<file path="src/hdl/failsafe_setpoint_supervisor_macros.svh">
// Assertion macros shared by the setpoint supervisor RTL.
// Depends on nothing; expects clk and arst_n in the including scope.
`ifndef FAILSAFE_SETPOINT_SUPERVISOR_MACROS_SVH
`define FAILSAFE_SETPOINT_SUPERVISOR_MACROS_SVH

// same-cycle implication, masked during reset
`define FSS_ASSERT_SAME(label, ante, cons) \
	label: assert property (@(posedge clk) disable iff (!arst_n) (ante) |-> (cons)) \
	else $error("setpoint supervisor check failed");

// next-cycle implication, masked during reset
`define FSS_ASSERT_NEXT(label, ante, cons) \
	label: assert property (@(posedge clk) disable iff (!arst_n) (ante) |=> (cons)) \
	else $error("setpoint supervisor check failed");

`endif

</file>
<file path="src/hdl/fss_pkg.sv">
// Shared types, widths and constants for the failsafe setpoint supervisor.
// No dependencies.
package fss_pkg;

	localparam int ALT_W       = 20;
	localparam int VEL_W       = 16;
	localparam int VZ_W        = 14;
	localparam int TGT_W       = 19;
	localparam int TMO_W       = 8;
	localparam int WARM_W      = 16;
	localparam int AGE_W       = 8;
	localparam int TICK_W      = 16;
	localparam int REQ_AGE_W   = 6;
	localparam int CFG_IDX_W   = 2;
	localparam int CFG_DATA_W  = 19;

	localparam int ALT_MARGIN_MM     = 150;
	localparam int BACKOFF_TICKS_DEF = 40;

	// reset values of the configuration registers
	localparam logic [TGT_W-1:0]  TGT_RST  = TGT_W'(2000);
	localparam logic [VZ_W-1:0]   SPD_RST  = VZ_W'(600);
	localparam logic [TMO_W-1:0]  TMO_RST  = TMO_W'(10);
	localparam logic [WARM_W-1:0] WARM_RST = WARM_W'(120);

	typedef enum logic [1:0] {
		ACT_STATUS   = 2'd0,
		ACT_ODOMETRY = 2'd1,
		ACT_CONTROL  = 2'd2,
		ACT_TICK     = 2'd3
	} action_t;

	typedef enum logic [1:0] {
		MODE_TAKEOFF = 2'd0,
		MODE_CRUISE  = 2'd1,
		MODE_HOVER   = 2'd2
	} drive_mode_t;

	typedef enum logic [CFG_IDX_W-1:0] {
		REG_TARGET_ALT = 2'd0,
		REG_TAKEOFF_SPD = 2'd1,
		REG_CMD_TIMEOUT = 2'd2,
		REG_WARMUP      = 2'd3
	} cfg_reg_t;

	typedef struct packed {
		logic [TGT_W-1:0]  target_alt;
		logic [VZ_W-1:0]   takeoff_spd;
		logic [TMO_W-1:0]  cmd_timeout;
		logic [WARM_W-1:0] warmup;
	} cfg_t;

	typedef struct packed {
		logic signed [VEL_W-1:0] vel_x;
		logic signed [VEL_W-1:0] vel_y;
		logic [VZ_W-1:0]         vel_z;
		logic signed [VEL_W-1:0] yaw_rate;
		drive_mode_t             mode;
		logic                    req_offboard;
		logic                    req_arm;
	} result_t;

endpackage

</file>
<file path="src/hdl/fss_cfg.sv">
// Configuration register bank of the setpoint supervisor.
// Depends on fss_pkg.
module fss_cfg
	import fss_pkg::*;
(
	input  logic                  clk,
	input  logic                  arst_n,
	input  logic                  wr_en,
	input  logic [CFG_IDX_W-1:0]  wr_index,
	input  logic [CFG_DATA_W-1:0] wr_data,
	output cfg_t                  cfg
);

	cfg_t cfg_q;

	// register writes, each truncated to its field width
	always_ff @(posedge clk or negedge arst_n) begin
		if (!arst_n) begin
			cfg_q.target_alt  <= TGT_RST;
			cfg_q.takeoff_spd <= SPD_RST;
			cfg_q.cmd_timeout <= TMO_RST;
			cfg_q.warmup      <= WARM_RST;
		end else if (wr_en) begin
			unique case (cfg_reg_t'(wr_index))
				REG_TARGET_ALT:  cfg_q.target_alt  <= wr_data[TGT_W-1:0];
				REG_TAKEOFF_SPD: cfg_q.takeoff_spd <= wr_data[VZ_W-1:0];
				REG_CMD_TIMEOUT: cfg_q.cmd_timeout <= wr_data[TMO_W-1:0];
				REG_WARMUP:      cfg_q.warmup      <= wr_data[WARM_W-1:0];
				default: ;
			endcase
		end
	end

	assign cfg = cfg_q;

endmodule

</file>
<file path="src/hdl/fss_core.sv">
// Supervisor state and the per-event update, including setpoint choice on a tick.
// Depends on fss_pkg and the assertion macro header.
`include "failsafe_setpoint_supervisor_macros.svh"

module fss_core
	import fss_pkg::*;
#(
	parameter int BACKOFF_TICKS = BACKOFF_TICKS_DEF
) (
	input  logic                    clk,
	input  logic                    arst_n,
	input  logic                    step,
	input  action_t                 action,
	input  logic                    link_connected,
	input  logic                    is_armed,
	input  logic                    is_offboard,
	input  logic signed [ALT_W-1:0] altitude_mm,
	input  logic signed [VEL_W-1:0] cmd_vel_x,
	input  logic signed [VEL_W-1:0] cmd_vel_y,
	input  logic signed [VEL_W-1:0] cmd_yaw_rate,
	input  cfg_t                    cfg,
	output result_t                 result
);

	localparam logic [REQ_AGE_W-1:0] BACKOFF = REQ_AGE_W'(BACKOFF_TICKS);
	localparam logic signed [ALT_W:0] MARGIN = (ALT_W+1)'(ALT_MARGIN_MM);

	logic                    link_up_q, armed_q, offboard_q;
	logic                    have_odo_q, have_ctrl_q, req_once_q;
	logic signed [ALT_W-1:0] alt_q;
	logic signed [VEL_W-1:0] held_vx_q, held_vy_q, held_yaw_q;
	logic [AGE_W-1:0]        ctrl_age_q;
	logic [TICK_W-1:0]       ticks_q;
	logic [REQ_AGE_W-1:0]    req_age_q;

	logic                    tick;
	logic [REQ_AGE_W-1:0]    req_age_inc;
	logic [AGE_W-1:0]        ctrl_age_inc;
	logic [TICK_W-1:0]       ticks_inc;
	logic signed [ALT_W:0]   alt_limit;
	logic                    below_target, fresh, fire, any_req;

	assign tick = step && (action == ACT_TICK);

	// saturating counters as seen after this tick
	assign req_age_inc  = (req_once_q && (req_age_q != '1)) ? req_age_q + 1'b1 : req_age_q;
	assign ctrl_age_inc = (ctrl_age_q != '1) ? ctrl_age_q + 1'b1 : ctrl_age_q;
	assign ticks_inc    = (ticks_q != '1) ? ticks_q + 1'b1 : ticks_q;

	// mode decision: target minus margin, compared signed one bit wider
	assign alt_limit    = $signed({2'b00, cfg.target_alt}) - MARGIN;
	assign below_target = $signed({alt_q[ALT_W-1], alt_q}) < alt_limit;
	assign fresh        = have_ctrl_q && (ctrl_age_q <= cfg.cmd_timeout);

	// request gate and choice
	assign fire    = (ticks_inc >= cfg.warmup) && link_up_q
	                 && (!req_once_q || (req_age_inc >= BACKOFF));
	assign any_req = fire && (!offboard_q || !armed_q);

	// setpoint for the current tick
	always_comb begin
		result              = '0;
		result.mode         = MODE_HOVER;
		result.req_offboard = fire && !offboard_q;
		result.req_arm      = fire && offboard_q && !armed_q;
		if (!have_odo_q || below_target) begin
			result.mode  = MODE_TAKEOFF;
			result.vel_z = cfg.takeoff_spd;
		end else if (fresh) begin
			result.mode     = MODE_CRUISE;
			result.vel_x    = held_vx_q;
			result.vel_y    = held_vy_q;
			result.yaw_rate = held_yaw_q;
		end
	end

	// control state
	always_ff @(posedge clk or negedge arst_n) begin
		if (!arst_n) begin
			link_up_q   <= 1'b0;
			armed_q     <= 1'b0;
			offboard_q  <= 1'b0;
			have_odo_q  <= 1'b0;
			have_ctrl_q <= 1'b0;
			req_once_q  <= 1'b0;
			alt_q       <= '0;
			held_vx_q   <= '0;
			held_vy_q   <= '0;
			held_yaw_q  <= '0;
			ctrl_age_q  <= '0;
			ticks_q     <= '0;
			req_age_q   <= '0;
		end else if (step) begin
			unique case (action)
				ACT_STATUS: begin
					link_up_q  <= link_connected;
					armed_q    <= is_armed;
					offboard_q <= is_offboard;
				end
				ACT_ODOMETRY: begin
					alt_q      <= altitude_mm;
					have_odo_q <= 1'b1;
				end
				ACT_CONTROL: begin
					held_vx_q   <= cmd_vel_x;
					held_vy_q   <= cmd_vel_y;
					held_yaw_q  <= cmd_yaw_rate;
					ctrl_age_q  <= '0;
					have_ctrl_q <= 1'b1;
				end
				ACT_TICK: begin
					ctrl_age_q <= ctrl_age_inc;
					ticks_q    <= ticks_inc;
					if (any_req) begin
						req_once_q <= 1'b1;
						req_age_q  <= '0;
					end else begin
						req_age_q <= req_age_inc;
					end
				end
				default: ;
			endcase
		end
	end

	// a request on a tick restarts the backoff
	`FSS_ASSERT_NEXT(a_req_restarts_backoff, tick && any_req, req_once_q && (req_age_q == '0))

endmodule

</file>
<file path="src/hdl/fss_out.sv">
// Result register with valid/ready towards the consumer.
// Depends on fss_pkg.
module fss_out
	import fss_pkg::*;
(
	input  logic    clk,
	input  logic    arst_n,
	input  logic    load,
	input  result_t load_data,
	input  logic    ready,
	output logic    valid,
	output logic    free,
	output result_t data
);

	logic    valid_q;
	result_t data_q;

	assign free = !valid_q || ready;

	// valid flag
	always_ff @(posedge clk or negedge arst_n) begin
		if (!arst_n) begin
			valid_q <= 1'b0;
		end else if (free) begin
			valid_q <= load;
		end
	end

	// payload, no reset needed
	always_ff @(posedge clk) begin
		if (free && load) begin
			data_q <= load_data;
		end
	end

	assign valid = valid_q;
	assign data  = data_q;

endmodule

</file>
<file path="src/hdl/failsafe_setpoint_supervisor.sv">
// Failsafe setpoint supervisor, top level: input register, state core, result register.
// Depends on fss_pkg, fss_cfg, fss_core, fss_out and the assertion macro header.
//
// Usage: each item on the in_ channel is one event (status, odometry, control
// command or tick) and is taken when in_valid and in_ready are both high.
// Only a tick produces a word on the out_ channel: the velocity setpoint,
// drive mode and the offboard/arm request bits. Other events just update
// the held state.
// Flow: an accepted item is registered in the input register, then processed
// by the state core; a tick's result is registered in the result register.
// Throughput: one item per cycle unless a tick waits on a stalled result
// register, set by the state update between the input and result registers.
// When the consumer stalls, the result register holds its word; one more
// tick may wait in the input register, after which in_ready drops. A status,
// odometry or control event in the input register never waits on the output.
// Configuration: cfg_ writes are always accepted (cfg_ready is high) and
// take effect the next cycle; write only while the block is idle.
// Reset (arst_n low, asynchronous): all held state clears, the registers
// return to their defaults and both valids drop.
`include "failsafe_setpoint_supervisor_macros.svh"

module failsafe_setpoint_supervisor
	import fss_pkg::*;
#(
	parameter int BACKOFF_TICKS = BACKOFF_TICKS_DEF
) (
	input  logic                         clk,
	input  logic                         arst_n,
	// event channel
	input  logic                         in_valid,
	output logic                         in_ready,
	input  logic [1:0]                   action,
	input  logic                         link_connected,
	input  logic                         is_armed,
	input  logic                         is_offboard,
	input  logic signed [ALT_W-1:0]      altitude_mm,
	input  logic signed [VEL_W-1:0]      cmd_vel_x,
	input  logic signed [VEL_W-1:0]      cmd_vel_y,
	input  logic signed [VEL_W-1:0]      cmd_yaw_rate,
	// setpoint channel
	output logic                         out_valid,
	input  logic                         out_ready,
	output logic signed [VEL_W-1:0]      out_vel_x,
	output logic signed [VEL_W-1:0]      out_vel_y,
	output logic [VZ_W-1:0]              out_vel_z,
	output logic signed [VEL_W-1:0]      out_yaw_rate,
	output logic [1:0]                   drive_mode,
	output logic                         request_offboard,
	output logic                         request_arm,
	// configuration write channel
	input  logic                         cfg_valid,
	output logic                         cfg_ready,
	input  logic [CFG_IDX_W-1:0]         cfg_index,
	input  logic [CFG_DATA_W-1:0]        cfg_data
);

	logic                    valid_s1;
	action_t                 action_s1;
	logic                    link_s1, armed_s1, offb_s1;
	logic signed [ALT_W-1:0] alt_s1;
	logic signed [VEL_W-1:0] vx_s1, vy_s1, yaw_s1;

	logic    advance, out_free, in_take;
	cfg_t    cfg;
	result_t res, res_out;

	// stage 1 moves on unless it holds a tick and the result register is full
	assign advance  = valid_s1 && ((action_s1 != ACT_TICK) || out_free);
	assign in_ready = !valid_s1 || advance;
	assign in_take  = in_valid && in_ready;
	assign cfg_ready = 1'b1;

	// input register, valid flag
	always_ff @(posedge clk or negedge arst_n) begin
		if (!arst_n) begin
			valid_s1 <= 1'b0;
		end else if (in_ready) begin
			valid_s1 <= in_valid;
		end
	end

	// input register, payload
	always_ff @(posedge clk) begin
		if (in_take) begin
			action_s1 <= action_t'(action);
			link_s1   <= link_connected;
			armed_s1  <= is_armed;
			offb_s1   <= is_offboard;
			alt_s1    <= altitude_mm;
			vx_s1     <= cmd_vel_x;
			vy_s1     <= cmd_vel_y;
			yaw_s1    <= cmd_yaw_rate;
		end
	end

	fss_cfg u_cfg (
		.clk      (clk),
		.arst_n   (arst_n),
		.wr_en    (cfg_valid && cfg_ready),
		.wr_index (cfg_index),
		.wr_data  (cfg_data),
		.cfg      (cfg)
	);

	fss_core #(
		.BACKOFF_TICKS (BACKOFF_TICKS)
	) u_core (
		.clk            (clk),
		.arst_n         (arst_n),
		.step           (advance),
		.action         (action_s1),
		.link_connected (link_s1),
		.is_armed       (armed_s1),
		.is_offboard    (offb_s1),
		.altitude_mm    (alt_s1),
		.cmd_vel_x      (vx_s1),
		.cmd_vel_y      (vy_s1),
		.cmd_yaw_rate   (yaw_s1),
		.cfg            (cfg),
		.result         (res)
	);

	fss_out u_out (
		.clk       (clk),
		.arst_n    (arst_n),
		.load      (advance && (action_s1 == ACT_TICK)),
		.load_data (res),
		.ready     (out_ready),
		.valid     (out_valid),
		.free      (out_free),
		.data      (res_out)
	);

	assign out_vel_x        = res_out.vel_x;
	assign out_vel_y        = res_out.vel_y;
	assign out_vel_z        = res_out.vel_z;
	assign out_yaw_rate     = res_out.yaw_rate;
	assign drive_mode       = res_out.mode;
	assign request_offboard = res_out.req_offboard;
	assign request_arm      = res_out.req_arm;

	// only a waiting tick behind a stalled result may hold off new input
	`FSS_ASSERT_SAME(a_stall_only_on_tick, !in_ready,
		valid_s1 && (action_s1 == ACT_TICK) && out_valid && !out_ready)
	// velocities pass through only in cruise
	`FSS_ASSERT_SAME(a_idle_axes_zero, out_valid && (drive_mode != MODE_CRUISE),
		(out_vel_x == '0) && (out_vel_y == '0) && (out_yaw_rate == '0))
	// climb only during takeoff
	`FSS_ASSERT_SAME(a_climb_only_takeoff, out_valid && (drive_mode != MODE_TAKEOFF),
		out_vel_z == '0)
	// at most one request per tick
	`FSS_ASSERT_SAME(a_one_request, out_valid, !(request_offboard && request_arm))
	// a tick that moves on always lands in the result register
	`FSS_ASSERT_NEXT(a_tick_lands, advance && (action_s1 == ACT_TICK), out_valid)

endmodule

</file>
<file path="config.mk">
export PLATFORM = sky130hd
export DESIGN_NAME = failsafe_setpoint_supervisor
export DESIGN_NICKNAME = d
export VERILOG_FILES = /design/src/hdl/fss_pkg.sv /design/src/hdl/fss_cfg.sv /design/src/hdl/fss_core.sv /design/src/hdl/fss_out.sv /design/src/hdl/failsafe_setpoint_supervisor.sv
export VERILOG_INCLUDE_DIRS = /design/src /design/src/hdl
export SDC_FILE = /design/constraint.sdc
export NUM_CORES = 1
export LEC_CHECK = 0
export BUFFER_PORTS_ARGS = -buffer_cell sky130_fd_sc_hd__buf_2
export CORE_AREA = 2 2 157 159
export CTS_BUF_LIST = sky130_fd_sc_hd__clkbuf_4
export CTS_CLUSTER_SIZE = 28
export DETAILED_ROUTE_END_ITERATION = 8
export DIE_AREA = 0 0 159 161
export PLACE_DENSITY_LB_ADDON = 0.3
export SLEW_MARGIN = 0
export SYNTH_ARGS = -nofsm -noshare
export SYNTH_HDL_FRONTEND = slang
export SYNTH_SLANG_ARGS = --single-unit
</file>
<file path="constraint.sdc">
create_clock -name clk -period 4 [get_ports clk]
set_input_delay 0.4 -clock clk [delete_from_list [all_inputs] [get_ports clk]]
set_output_delay 0.4 -clock clk [all_outputs]
set_load 0.005 [all_outputs]
</file>
# ---- Yosys cells after proc, flatten, opt, wreduce, memory -nomap -nowiden
# Cells that the tools add are included.
dict set report word_totals {
  input_bits 99
  elab_cells 98
  ff_bits 302
}
dict set report classes {
  magnitude_cmp 4
  n_eq_ne 11
  n_bitwise 1
  addsub 4
  reduce_logical 38
  mux 6
}
# op count
set ops {}
lappend ops {{< comparator 20 bit} 1}
lappend ops {{subtractor 19 x 8 -> 20 bit, second input constant} 1}
lappend ops {{adder 16 x 1 -> 16 bit, second input constant} 1}
lappend ops {{>= comparator 16 bit} 1}
lappend ops {{2-to-1 mux 16 bit} 1}
lappend ops {{inequality test 16 bit, second input constant} 1}
lappend ops {{one-hot mux 8 bit (2 select lines)} 1}
lappend ops {{AND reduction 2 bit} 8}
lappend ops {{logical AND 1 bit} 12}
lappend ops {{2-to-1 mux 6 bit} 2}
lappend ops {{adder 8 x 1 -> 8 bit, second input constant} 1}
lappend ops {{== test 2 bit, second input constant} 4}
lappend ops {{<= comparator 8 bit} 1}
lappend ops {{2-to-1 mux 8 bit} 1}
lappend ops {{inequality test 8 bit, second input constant} 1}
lappend ops {{adder 6 x 1 -> 6 bit, second input constant} 1}
lappend ops {{>= comparator 6 bit, second input constant} 1}
lappend ops {{logical NOT 1 bit} 6}
lappend ops {{logical OR 1 bit} 6}
lappend ops {{inequality test 6 bit, second input constant} 1}
lappend ops {{AND reduction 3 bit} 2}
lappend ops {{== test 2 x 1 -> 1 bit, second input constant} 2}
lappend ops {{logical NOT 2 bit} 2}
lappend ops {{2-to-1 mux 2 bit} 1}
lappend ops {{other kinds (5)} 5}

# ---- Longest topological paths before layout
# Gate-level depths: netlist of run 1.
dict set report logic_depth {
  ltp_word 8
  mapped_depth 16
  ltp_nobuf 14
}

# ---- Modules after synthesis
# A second synthesis of run 1 with hierarchy kept.
dict set report unflattened {
  hier_cells 986
  hier_area_um2 12821.0
}
# module area_each_um2 instances cells_per_inst
set modules_own_cells {}
lappend modules_own_cells {fss_core 6342.3 1 711}
lappend modules_own_cells {failsafe_setpoint_supervisor 2285.9 1 83}
lappend modules_own_cells {fss_cfg 2157.1 1 122}
lappend modules_own_cells {fss_out 2035.7 1 70}

# ---- Least setup slack after synthesis of run 1
# Ideal clock, no wire load.
dict set report synth_timing {
  kind {register to register}
  startpoint {register action_s1[0]}
  endpoint {register action_s1[0] (enable)}
  setup_slack_ns -0.429
  stages_incl_launch_ff 5
  t_required_ns 3.487
  path_buffers 1
  t_arrival_ns 3.916
  path_cell_list {edfxtp_1 buf_2 nand3_1 nor2_1 nor2b_1}
}
dict set report synth_between {
  elab_chain_len 5
}
# item line_no
set synth_lines {}
lappend synth_lines {{start, declared} failsafe_setpoint_supervisor.sv:58} ;# action_t action_s1;
lappend synth_lines {{start signal, assigned} failsafe_setpoint_supervisor.sv:85} ;# action_s1 <= action_t'(action);
lappend synth_lines {{inequality test 2 bit} failsafe_setpoint_supervisor.sv:68} ;# assign advance = valid_s1 && ((action_s1 != ACT_TICK) || out_free);
lappend synth_lines {{logical OR 1 bit} failsafe_setpoint_supervisor.sv:68}
lappend synth_lines {{logical AND 1 bit} failsafe_setpoint_supervisor.sv:68}
lappend synth_lines {{logical OR 1 bit} failsafe_setpoint_supervisor.sv:69} ;# assign in_ready = !valid_s1 || advance;
lappend synth_lines {{logical AND 1 bit} failsafe_setpoint_supervisor.sv:70} ;# assign in_take = in_valid && in_ready;
lappend synth_lines {{net in_take} failsafe_setpoint_supervisor.sv:63} ;# logic advance, out_free, in_take;
# The timed path passes the listed nets, and every way through them passes these cells.
# A chain may end at the register's enable or synchronous reset.

# ---- Worst setup path after layout of run 1
dict set report layout_timing {
  startpoint {register u_cfg.cfg_q, in the netlist u_cfg.cfg[39]}
  endpoint {register u_out.data_q, in the netlist u_out.data[21], data pin}
}
dict set report layout_between {
  elab_chain_len 3
}
# item line_no
set layout_lines {}
lappend layout_lines {{start, declared} fss_cfg.sv:14} ;# cfg_t cfg_q;
lappend layout_lines {{subtractor 19 x 8 -> 20 bit} fss_core.sv:51} ;# assign alt_limit = $signed({2'b00, cfg.target_alt}) - MARGIN;
lappend layout_lines {{< comparator 20 bit} fss_core.sv:52} ;# assign below_target = $signed({alt_q[ALT_W-1], alt_q}) < alt_limit;
lappend layout_lines {{logical OR 1 bit} fss_core.sv:66} ;# if (!have_odo_q || below_target) begin
lappend layout_lines {{end signal, assigned} fss_out.sv:33} ;# data_q <= load_data;
lappend layout_lines {{end, declared} fss_out.sv:17} ;# result_t data_q;
# No other way between the ends.

==> results of run 1 <==
==> worst max-delay path: cells and delay by family, from the launching register on <==
family / cells / cell delay, ns
buffers and inverters: 2 / 0.28
DFF: 1 / 0.40
AOI/OAI and AO/OA: 2 / 0.35
adders and majority gates: 2 / 0.49
and+or+nand+nor: 8 / 2.06
==> cells in the mapped netlist, drive strengths merged (2+ instances only) <==
| cell | instances |
|---|---|
| dfrtp | 147 |
| edfxtp | 139 |
| mux2 | 134 |
| and3 | 51 |
| ha | 47 |
| nand2 | 41 |
| nor2 | 35 |
| inv | 32 |
| xor2 | 24 |
| nor2b | 23 |
| nand3 | 20 |
| xnor2 | 20 |
| buf | 19 |
| dfstp | 16 |
| nor3 | 16 |
| a21oi | 15 |
| o21ai | 14 |
| nand4 | 13 |
| clkbuf | 9 |
| nand2b | 8 |
| or3 | 8 |
| o21a | 5 |
| a211oi | 4 |
| nand3b | 4 |
| or2 | 4 |
| nor3b | 3 |
| o21bai | 3 |
| o31ai | 3 |
| a2111oi | 2 |
| and4 | 2 |
| mux2i | 2 |
| o211ai | 2 |
| o22ai | 2 |
| o311ai | 2 |
| or4 | 2 |
==> metrics by stage <==
step	utilization	instance area [um^2]	power [uW]	instances
6_report	0.671	16100	8140	1591
3_5_place_dp	0.583	14000	5330	1352
4_1_cts	0.664	15900	8150	1583
5_1_grt	0.671	16100	8660	1591
2_1_floorplan	-	12700	4910	879
3_3_place_gp	0.583	14000	5250	1352
==> flip-flops by register name, indices dropped and copies added (netlist names), 2 cells and up <==
name               flops
alt_s1                20
action_s1              2
vx_s1                 16
u_cfg.cfg             57
yaw_s1                16
u_core.held_yaw_q     16
u_core.ticks_q        16
u_core.ctrl_age_q      8
u_core.held_vx_q      16
vy_s1                 16
u_core.alt_q          20
u_core.held_vy_q      16
u_core.req_age_q       6
u_out.data            66
==> final cells by class <==
type,count,share of cell area
Timing Repair Buffer,273,0.122
Clock inverter,15,0.00474
Multi-Input combinational cell,517,0.267
Tap cell,324,0.0252
Clock buffer,127,0.0593
Sequential cell,302,0.514
Inverter,32,0.00747
Antenna cell,1,0.000156
==> cells by family after synthesis <==
| logic type | Yosys count | share of synthesized area |
|---|---|---|
| flops | 302 | 0.650 |
| compound gates | 56 | 0.0317 |
| other cells | 1 | 0.000295 |
| simple gates | 233 | 0.102 |
| fa+ha+maj | 47 | 0.0462 |
| buf+inv | 60 | 0.0199 |
| mux | 136 | 0.120 |
| xor+xnor | 44 | 0.0303 |
==> layer usage <==
metal | global-route usage | share of wire | vias to the layer above
li1 | - | - | 3891
met1 | 0.266 | 0.43 | 3968
met2 | 0.350 | 0.50 | 193
met3 | 0.0393 | 0.041 | 57
met4 | 0.0963 | 0.029 | 0
met5 | 0 | 0 | -
==> power by group <==
group	total (uW)	internal, uW	switching, uW	leakage, uW
clock network	2660	1440	1210	0.000625
registers	3950	3720	235	0.00325
logic	1530	824	708	0.00307
total	8140	5980	2160	0.00695
==> worst paths after layout <==
kind	end	slack, ns	cells after the start
setup reg to reg	u_out.data[21]	0.13	14
hold reg to reg	u_core.held_yaw_q[14]	0.47	1
max in group asynchronous	u_cfg.cfg[3]	2.66	3
hold / removal	u_cfg.cfg[10]	0.06	2
min in group asynchronous	u_core.ticks_q[15]	0.37	2
setup / recovery	u_out.data[21]	0.13	14
==> repair_timing <==
item	4_1_cts	5_1_grt
setup buffers	1	5
pin swaps	1	12
gates cloned	1	2
endpoints found under the hold margin	172	0
endpoints found under the setup margin	1	73
hold buffers	87	0
gates resized for setup	2	13
==> results_tabular.tex, run 1 <==
\begin{tabular}{lr}
\hline
Metric & Value \\
\hline
\multicolumn{2}{l}{\textbf{STA}} \\
\quad Setup violations, final & 0 \\
\quad Crit share post-route & 0.966 \\
\quad Highest Clock Rate & around 0.26 GHz \\
\quad Worst Setup Slack, final & 0.135 ns \\
\quad Maximum clock skew at final layout & 0.0376 ns \\
\quad Final Hold Fails & 0 \\
\quad Transition time at the pin with the least slew margin & between 1 and 1.5 ns \\
\quad Fin crit period & around 3.9 ns \\
\quad Total Neg Setup Slack & 0 ns \\
\quad Setup repair after global routing missed its margin & no \\
\quad WHS & between 0.06 and 0.07 ns \\
\quad Relative slew slack & 0.284 \\
\quad Final number of max-transition violations & 0 \\
\multicolumn{2}{l}{\textbf{Power}} \\
\quad Highest ir drop seen on vdd & between 0.0002 and 0.0003 V \\
\quad Power per unit of standard cell area & 506 nW/um\^{}2 \\
\quad Total leakage power & $\sim$0.0069 uW \\
\multicolumn{2}{l}{\textbf{Cells and area}} \\
\quad Layout-stage area growth over the synthesis result & 26.3\% \\
\quad Proportion of layout cells with a drive suffix above 1 & 0.393 \\
\quad Multi-input logic area & around 4300 um\^{}2 \\
\quad \# fillers & 1,819 \\
\quad Net count, final & approximately 1,400 \\
\quad Most frequent cells in the layout & sky130\_fd\_sc\_hd\_\_buf\_2 (165), sky130\_fd\_sc\_hd\_\_dfrtp\_1 (147), sky130\_fd\_sc\_hd\_\_edfxtp\_1 (139) \\
\quad Leading cell type in the layout, fill and taps excluded & sky130\_fd\_sc\_hd\_\_buf\_2 \\
\quad Reg area & 8270 um\^{}2 \\
\multicolumn{2}{l}{\textbf{Detailed routing}} \\
\quad Total number of vias & slightly above 8,000 \\
\quad DRC & 0 \\
\quad Post-detailed-routing wire length & between 20,000 and 30,000 um \\
\quad Total iterations of the first detailed-routing run & 5 \\
\quad Per-cell via count in the routed design & around 5.1 \\
\quad Per-cell routed wire length & roughly 17 um \\
\quad First DRT Iteration DRCs & between 400 and 500 \\
\quad Post-detailed-route count of antenna-violating nets & 0 \\
\multicolumn{2}{l}{\textbf{Status}} \\
\quad Result of the run & complete, no violations \\
\multicolumn{2}{l}{\textbf{Critical path}} \\
\quad Crit path max-delay cell type & sky130\_fd\_sc\_hd\_\_or4\_1 \\
\quad Crit path max fanout & 13 \\
\quad Kind of end point of the critical path & flop \\
\quad Data arrival time of the worst path & $\sim$4.3 ns \\
\quad Cells along the critical path & ha\_2 -> o21a\_1 -> nor3\_2 -> nor2b\_1 -> or4\_4 -> or3\_4 -> ha\_4 -> nand4\_1 -> or4\_1 -> o21ai\_2 -> or3\_4 -> buf\_4 -> buf\_8 -> nor2b\_1 \\
\quad RR Startpoint & u\_cfg.cfg[39] \\
\quad Startpoint type of the worst setup path & flop \\
\quad Worst stage delay on the critical path & about 0.56 ns \\
\quad Worst setup path category & flop to flop \\
\quad Critical Path Start & u\_cfg.cfg[39] \\
\quad Worst EP required & roughly 4.4 ns \\
\multicolumn{2}{l}{\textbf{Global routing}} \\
\quad Wire length of the first global-routing pass & 42,500 um \\
\quad Grt total ovfl & 0 \\
\quad Maximum number of pins on one net before global-route repair & 95 \\
\quad All-layer global routing usage & 0.209 \\
\quad Number of global-route vias before repair & around 8,500 \\
\quad Antenna violations before repair & 2 \\
\multicolumn{2}{l}{\textbf{Floorplanning}} \\
\quad Placeable core region & roughly 24,000 um\^{}2 \\
\quad Effective utilization at floorplan & 0.531 \\
\quad Placement Rows & between 50 and 60 \\
\quad Total die area & between 20,000 and 30,000 um\^{}2 \\
\quad Vertical die dimension & 161 um \\
\quad Top-Level Pins & roughly 170 \\
\quad Die width & between 150 and 200 um \\
\multicolumn{2}{l}{\textbf{Synthesis}} \\
\quad Synth top area share & 0.328 \\
\quad Biggest area contributors in the synthesized netlist & sky130\_fd\_sc\_hd\_\_edfxtp\_1 (33\%), sky130\_fd\_sc\_hd\_\_dfrtp\_1 (29\%), sky130\_fd\_sc\_hd\_\_mux2\_2 (12\%) \\
\quad Synth Net Count & between 1,000 and 1,500 \\
\quad Dominant synthesized flop cell & sky130\_fd\_sc\_hd\_\_dfrtp\_1 \\
\quad Part of the Yosys area used for sequential elements & 0.650 \\
\quad Instance count of the mapped netlist & roughly 880 \\
\quad Area of the mapped netlist & approximately 13,000 um\^{}2 \\
\quad Number of different library cells in the post-synthesis netlist & 57 \\
\quad Largest area contributor in the synthesized netlist & sky130\_fd\_sc\_hd\_\_edfxtp\_1 \\
\quad Avg Cell Area, Syn & between 10 and 15 um\^{}2 \\
\quad Fraction of synthesis flops using an asynchronous set or reset pin & 0.540 \\
\quad EDFF count, synth & approximately 140 \\
\quad Number of warnings printed during yosys synthesis & 0 \\
\quad Number of storage elements in the synthesis netlist & $\sim$300 \\
\multicolumn{2}{l}{\textbf{CTS}} \\
\quad Clock latency reported for the late side of the worst-skew pair & just under 0.7 ns \\
\quad Total CTS buffers & 79 \\
\quad Clock Sink Count & roughly 300 \\
\quad CTS HTree Levels & 3 \\
\quad Cell at the root of the clock tree & sky130\_fd\_sc\_hd\_\_clkbuf\_4 \\
\quad Clock tree from TritonCTS & built \\
\quad Post-CTS clock slew at the launch and capture registers of the worst setup and hold paths & $\sim$0.06 ns \\
\quad Maximum root-to-sink buffer count & 3 \\
\multicolumn{2}{l}{\textbf{Hold path}} \\
\quad Worst Hold Class & input port to flop \\
\quad Launch point of the worst hold path & cfg\_data[10] \\
\multicolumn{2}{l}{\textbf{Placement}} \\
\quad RePlAce Congestion & 0.825 \\
\quad Total of buffers placed on input and output ports & about 170 \\
\quad Worst setup slack after placement & between 0.08 and 0.09 ns \\
\quad Estimated wirelength of the detail-placed design & 16,100 um \\
\multicolumn{2}{l}{\textbf{Run}} \\
\quad Max-capacitance violation count & 0 \\
\hline
\end{tabular}
No activity file was read; power rests on OpenSTA's default activity.
==> inputs of run 2 (changes only) <==
clock period = 3.2 ns   (was 4 ns; I/O delays follow)
==> results_tabular.tex, run 2 (synthesis gave the netlist of run 1 again) <==
\begin{tabular}{lr}
\hline
Metric & Value \\
\hline
\multicolumn{2}{l}{\textbf{Status}} \\
\quad Result of the run & finished, violations left \\
\quad Violations in the final reports & negative setup slack \\
\multicolumn{2}{l}{\textbf{Critical path}} \\
\quad Startpoint type of the worst setup path & flop \\
\quad Worst EP required & around 3.6 ns \\
\quad Number of cells traversed by the worst register-to-register path & 14 \\
\quad Register-to-register setup slack & -0.44 ns \\
\quad Worst setup path category & flop to flop \\
\quad Cells along the critical path & ha\_2 -> o21a\_1 -> nor3\_2 -> nor2b\_1 -> or4\_4 -> or3\_4 -> ha\_4 -> nand2\_2 -> or4\_4 -> o21ai\_2 -> or3\_4 -> buf\_6 -> clkbuf\_16 -> nor2b\_1 \\
\quad Worst r2r dst & u\_out.data[29] \\
\quad RR Startpoint & u\_cfg.cfg[39] \\
\quad Kind of end point of the critical path & flop \\
\quad Crit path max-delay cell type & sky130\_fd\_sc\_hd\_\_or4\_4 \\
\quad Worst stage delay on the critical path & about 0.53 ns \\
\quad Crit path max fanout & 6 \\
\quad Data arrival time of the worst path & 4.08 ns \\
\multicolumn{2}{l}{\textbf{Run}} \\
\quad Max-capacitance violation count & 0 \\
\multicolumn{2}{l}{\textbf{Detailed routing}} \\
\quad DRC & 0 \\
\quad Post-detailed-route count of antenna-violating nets & 0 \\
\quad First DRT Iteration DRCs & around 430 \\
\quad Total iterations of the first detailed-routing run & 4 \\
\quad Post-detailed-routing wire length & 27,700 um \\
\quad Total number of vias & about 8,500 \\
\quad Per-cell via count in the routed design & 5.09 \\
\quad Per-cell routed wire length & approximately 17 um \\
\multicolumn{2}{l}{\textbf{CTS}} \\
\quad Maximum root-to-sink buffer count & 3 \\
\quad Clock Sink Count & just over 300 \\
\quad Clock tree from TritonCTS & built \\
\quad Post-CTS clock slew at the launch and capture registers of the worst setup and hold paths & around 0.06 ns \\
\quad Clock latency reported for the late side of the worst-skew pair & 0.73 ns \\
\quad Cell at the root of the clock tree & sky130\_fd\_sc\_hd\_\_clkbuf\_4 \\
\quad Total CTS buffers & 80 \\
\quad CTS HTree Levels & 3 \\
\multicolumn{2}{l}{\textbf{Global routing}} \\
\quad All-layer global routing usage & 0.219 \\
\quad Grt total ovfl & 0 \\
\quad Number of global-route vias before repair & approximately 9,200 \\
\quad Grt met1 use & 0.267 \\
\quad Wire length of the first global-routing pass & about 45,000 um \\
\quad GRT met3 Usage & 0.0496 \\
\quad Most used routing layer in global routing & met2 \\
\quad Maximum number of pins on one net before global-route repair & 76 \\
\quad GR Layer Usage met2 & 0.377 \\
\quad Antenna violations before repair & 2 \\
\multicolumn{2}{l}{\textbf{Cells and area}} \\
\quad Net count, final & 1,427 \\
\quad Most frequent cells in the layout & sky130\_fd\_sc\_hd\_\_buf\_2 (165), sky130\_fd\_sc\_hd\_\_dfrtp\_1 (147), sky130\_fd\_sc\_hd\_\_edfxtp\_1 (139) \\
\quad Layout-stage area growth over the synthesis result & 32.1\% \\
\quad Proportion of layout cells with a drive suffix above 1 & 0.434 \\
\quad Leading cell type in the layout, fill and taps excluded & sky130\_fd\_sc\_hd\_\_buf\_2 \\
\quad Flip-flop count of the largest register after layout & 66 \\
\quad Share of the core filled with cells in the final layout & 0.702 \\
\multicolumn{2}{l}{\textbf{STA}} \\
\quad Final number of max-transition violations & 0 \\
\quad Relative slew slack & 0.374 \\
\quad Crit share post-route & 1.14 \\
\quad Highest Clock Rate & 0.274 GHz \\
\quad Fin crit period & approximately 3.6 ns \\
\quad Maximum clock skew at final layout & 0.0812 ns \\
\quad Setup repair after global routing missed its margin & yes \\
\quad Worst Setup Slack, final & -0.445 ns \\
\quad Setup violations, final & between 70 and 80 \\
\quad Total Neg Setup Slack & -26.27 ns \\
\quad Final Hold Fails & 0 \\
\quad Transition time at the pin with the least slew margin & 0.937 ns \\
\multicolumn{2}{l}{\textbf{Floorplanning}} \\
\quad Vertical die dimension & around 160 um \\
\quad Die width & approximately 160 um \\
\quad Top-Level Pins & between 150 and 200 \\
\quad Total die area & approximately 26,000 um\^{}2 \\
\quad Placeable core region & around 24,000 um\^{}2 \\
\quad Effective utilization at floorplan & 0.531 \\
\quad Placement Rows & 57 \\
\multicolumn{2}{l}{\textbf{Placement}} \\
\quad RePlAce Congestion & 0.817 \\
\quad Estimated wirelength of the detail-placed design & between 15,000 and 20,000 um \\
\quad Total of buffers placed on input and output ports & roughly 170 \\
\multicolumn{2}{l}{\textbf{Power}} \\
\quad Power, Total & around 10,000 uW \\
\quad Power per unit of standard cell area & about 620 nW/um\^{}2 \\
\quad Total leakage power & approximately 0.0073 uW \\
\quad Highest ir drop seen on vdd & about 0.00039 V \\
\multicolumn{2}{l}{\textbf{Hold path}} \\
\quad Worst Hold Class & input port to async pin \\
\hline
\end{tabular}
run 2: cell types whose count changed in the layout (fill, tap and decap cells not counted), moves of 4 or more:
cell                            before  now
sky130_fd_sc_hd__a21oi_2             0    4
sky130_fd_sc_hd__buf_4              13   76
sky130_fd_sc_hd__a21oi_1            15   11
sky130_fd_sc_hd__dlygate4sd3_1      87   95
sky130_fd_sc_hd__clkbuf_4          127  122
sky130_fd_sc_hd__clkinv_1            7   18
sky130_fd_sc_hd__and3_4              0    4
sky130_fd_sc_hd__and3_1             51   47
sky130_fd_sc_hd__buf_6               1    7
run 2: layer usage:
layer | routed length [um] | part of all wire
met1 | 11800 | 0.43
met5 | 0 | 0
met2 | 14000 | 0.50
met4 | 752 | 0.027
met3 | 1190 | 0.043
run 2: layout make-up:
cell class,instances,area [um^2]
repair buffers,348,2530
flip-flops and latches,302,8270
multi-input cells,517,4430
clock buffers,122,916
well taps,324,405
inverters,32,120
clock inverters,28,141
fillers,1673,7140
diodes,2,5.00
run 2: power by group:
| part | internal, uW | switching [uW] | total (uW) |
|---|---|---|---|
| logic | 1190 | 1000 | 2200 |
| registers | 4640 | 253 | 4900 |
| clock network | 1770 | 1610 | 3380 |
| total | 7610 | 2870 | 10500 |
run 2: repair_timing:
| action | in CTS | in global routing |
|---|---|---|
| pin swaps | 9 | 7 |
| resized for setup | 21 | 20 |
| endpoints found under the setup margin | 73 | 73 |
| setup buffers | 12 | 3 |
| gates cloned | 0 | 1 |
| hold endpoints to repair | 197 | 0 |
| hold buffers | 95 | 0 |
run 2: critical path: cells and delay by family (launching register included):
family          cells  cell delay (ns)
simple gates        8             1.95
compound gates      2             0.31
fa+ha+maj           2             0.48
buf+inv             2             0.28
flops               1             0.39
run 2: worst max-delay path by stage:
| stage | from | endpoint | slack [ns] |
|---|---|---|---|
| 2_1_floorplan | u_cfg.cfg[39] | u_out.data[10] | -0.28 |
| 3_3_place_gp | u_cfg.cfg[39] | u_out.data[16] | -0.43 |
| 3_5_place_dp | u_cfg.cfg[39] | u_out.data[61] | -0.54 |
| 4_1_cts | u_cfg.cfg[39] | u_out.data[51] | -0.41 |
| 5_1_grt | u_cfg.cfg[39] | u_out.data[50] | -0.57 |
| 6_report | u_cfg.cfg[39] | u_out.data[29] | -0.44 |
run 2: per-stage QoR:
| step | setup slack, ns | hold slack (ns) | std cells | area [um^2] |
|---|---|---|---|---|
| finish | -0.445 | 0.187 | 1675 | 16800 |
| global route | -0.575 | 0.201 | 1675 | 16800 |
| CTS | -0.413 | 0.170 | 1669 | 16700 |
| detailed placement | -0.543 | 0.411 | 1412 | 14500 |
| global placement | -0.429 | 0.399 | 1412 | 14500 |
| floorplan | -0.281 | 0.0244 | 879 | 12800 |
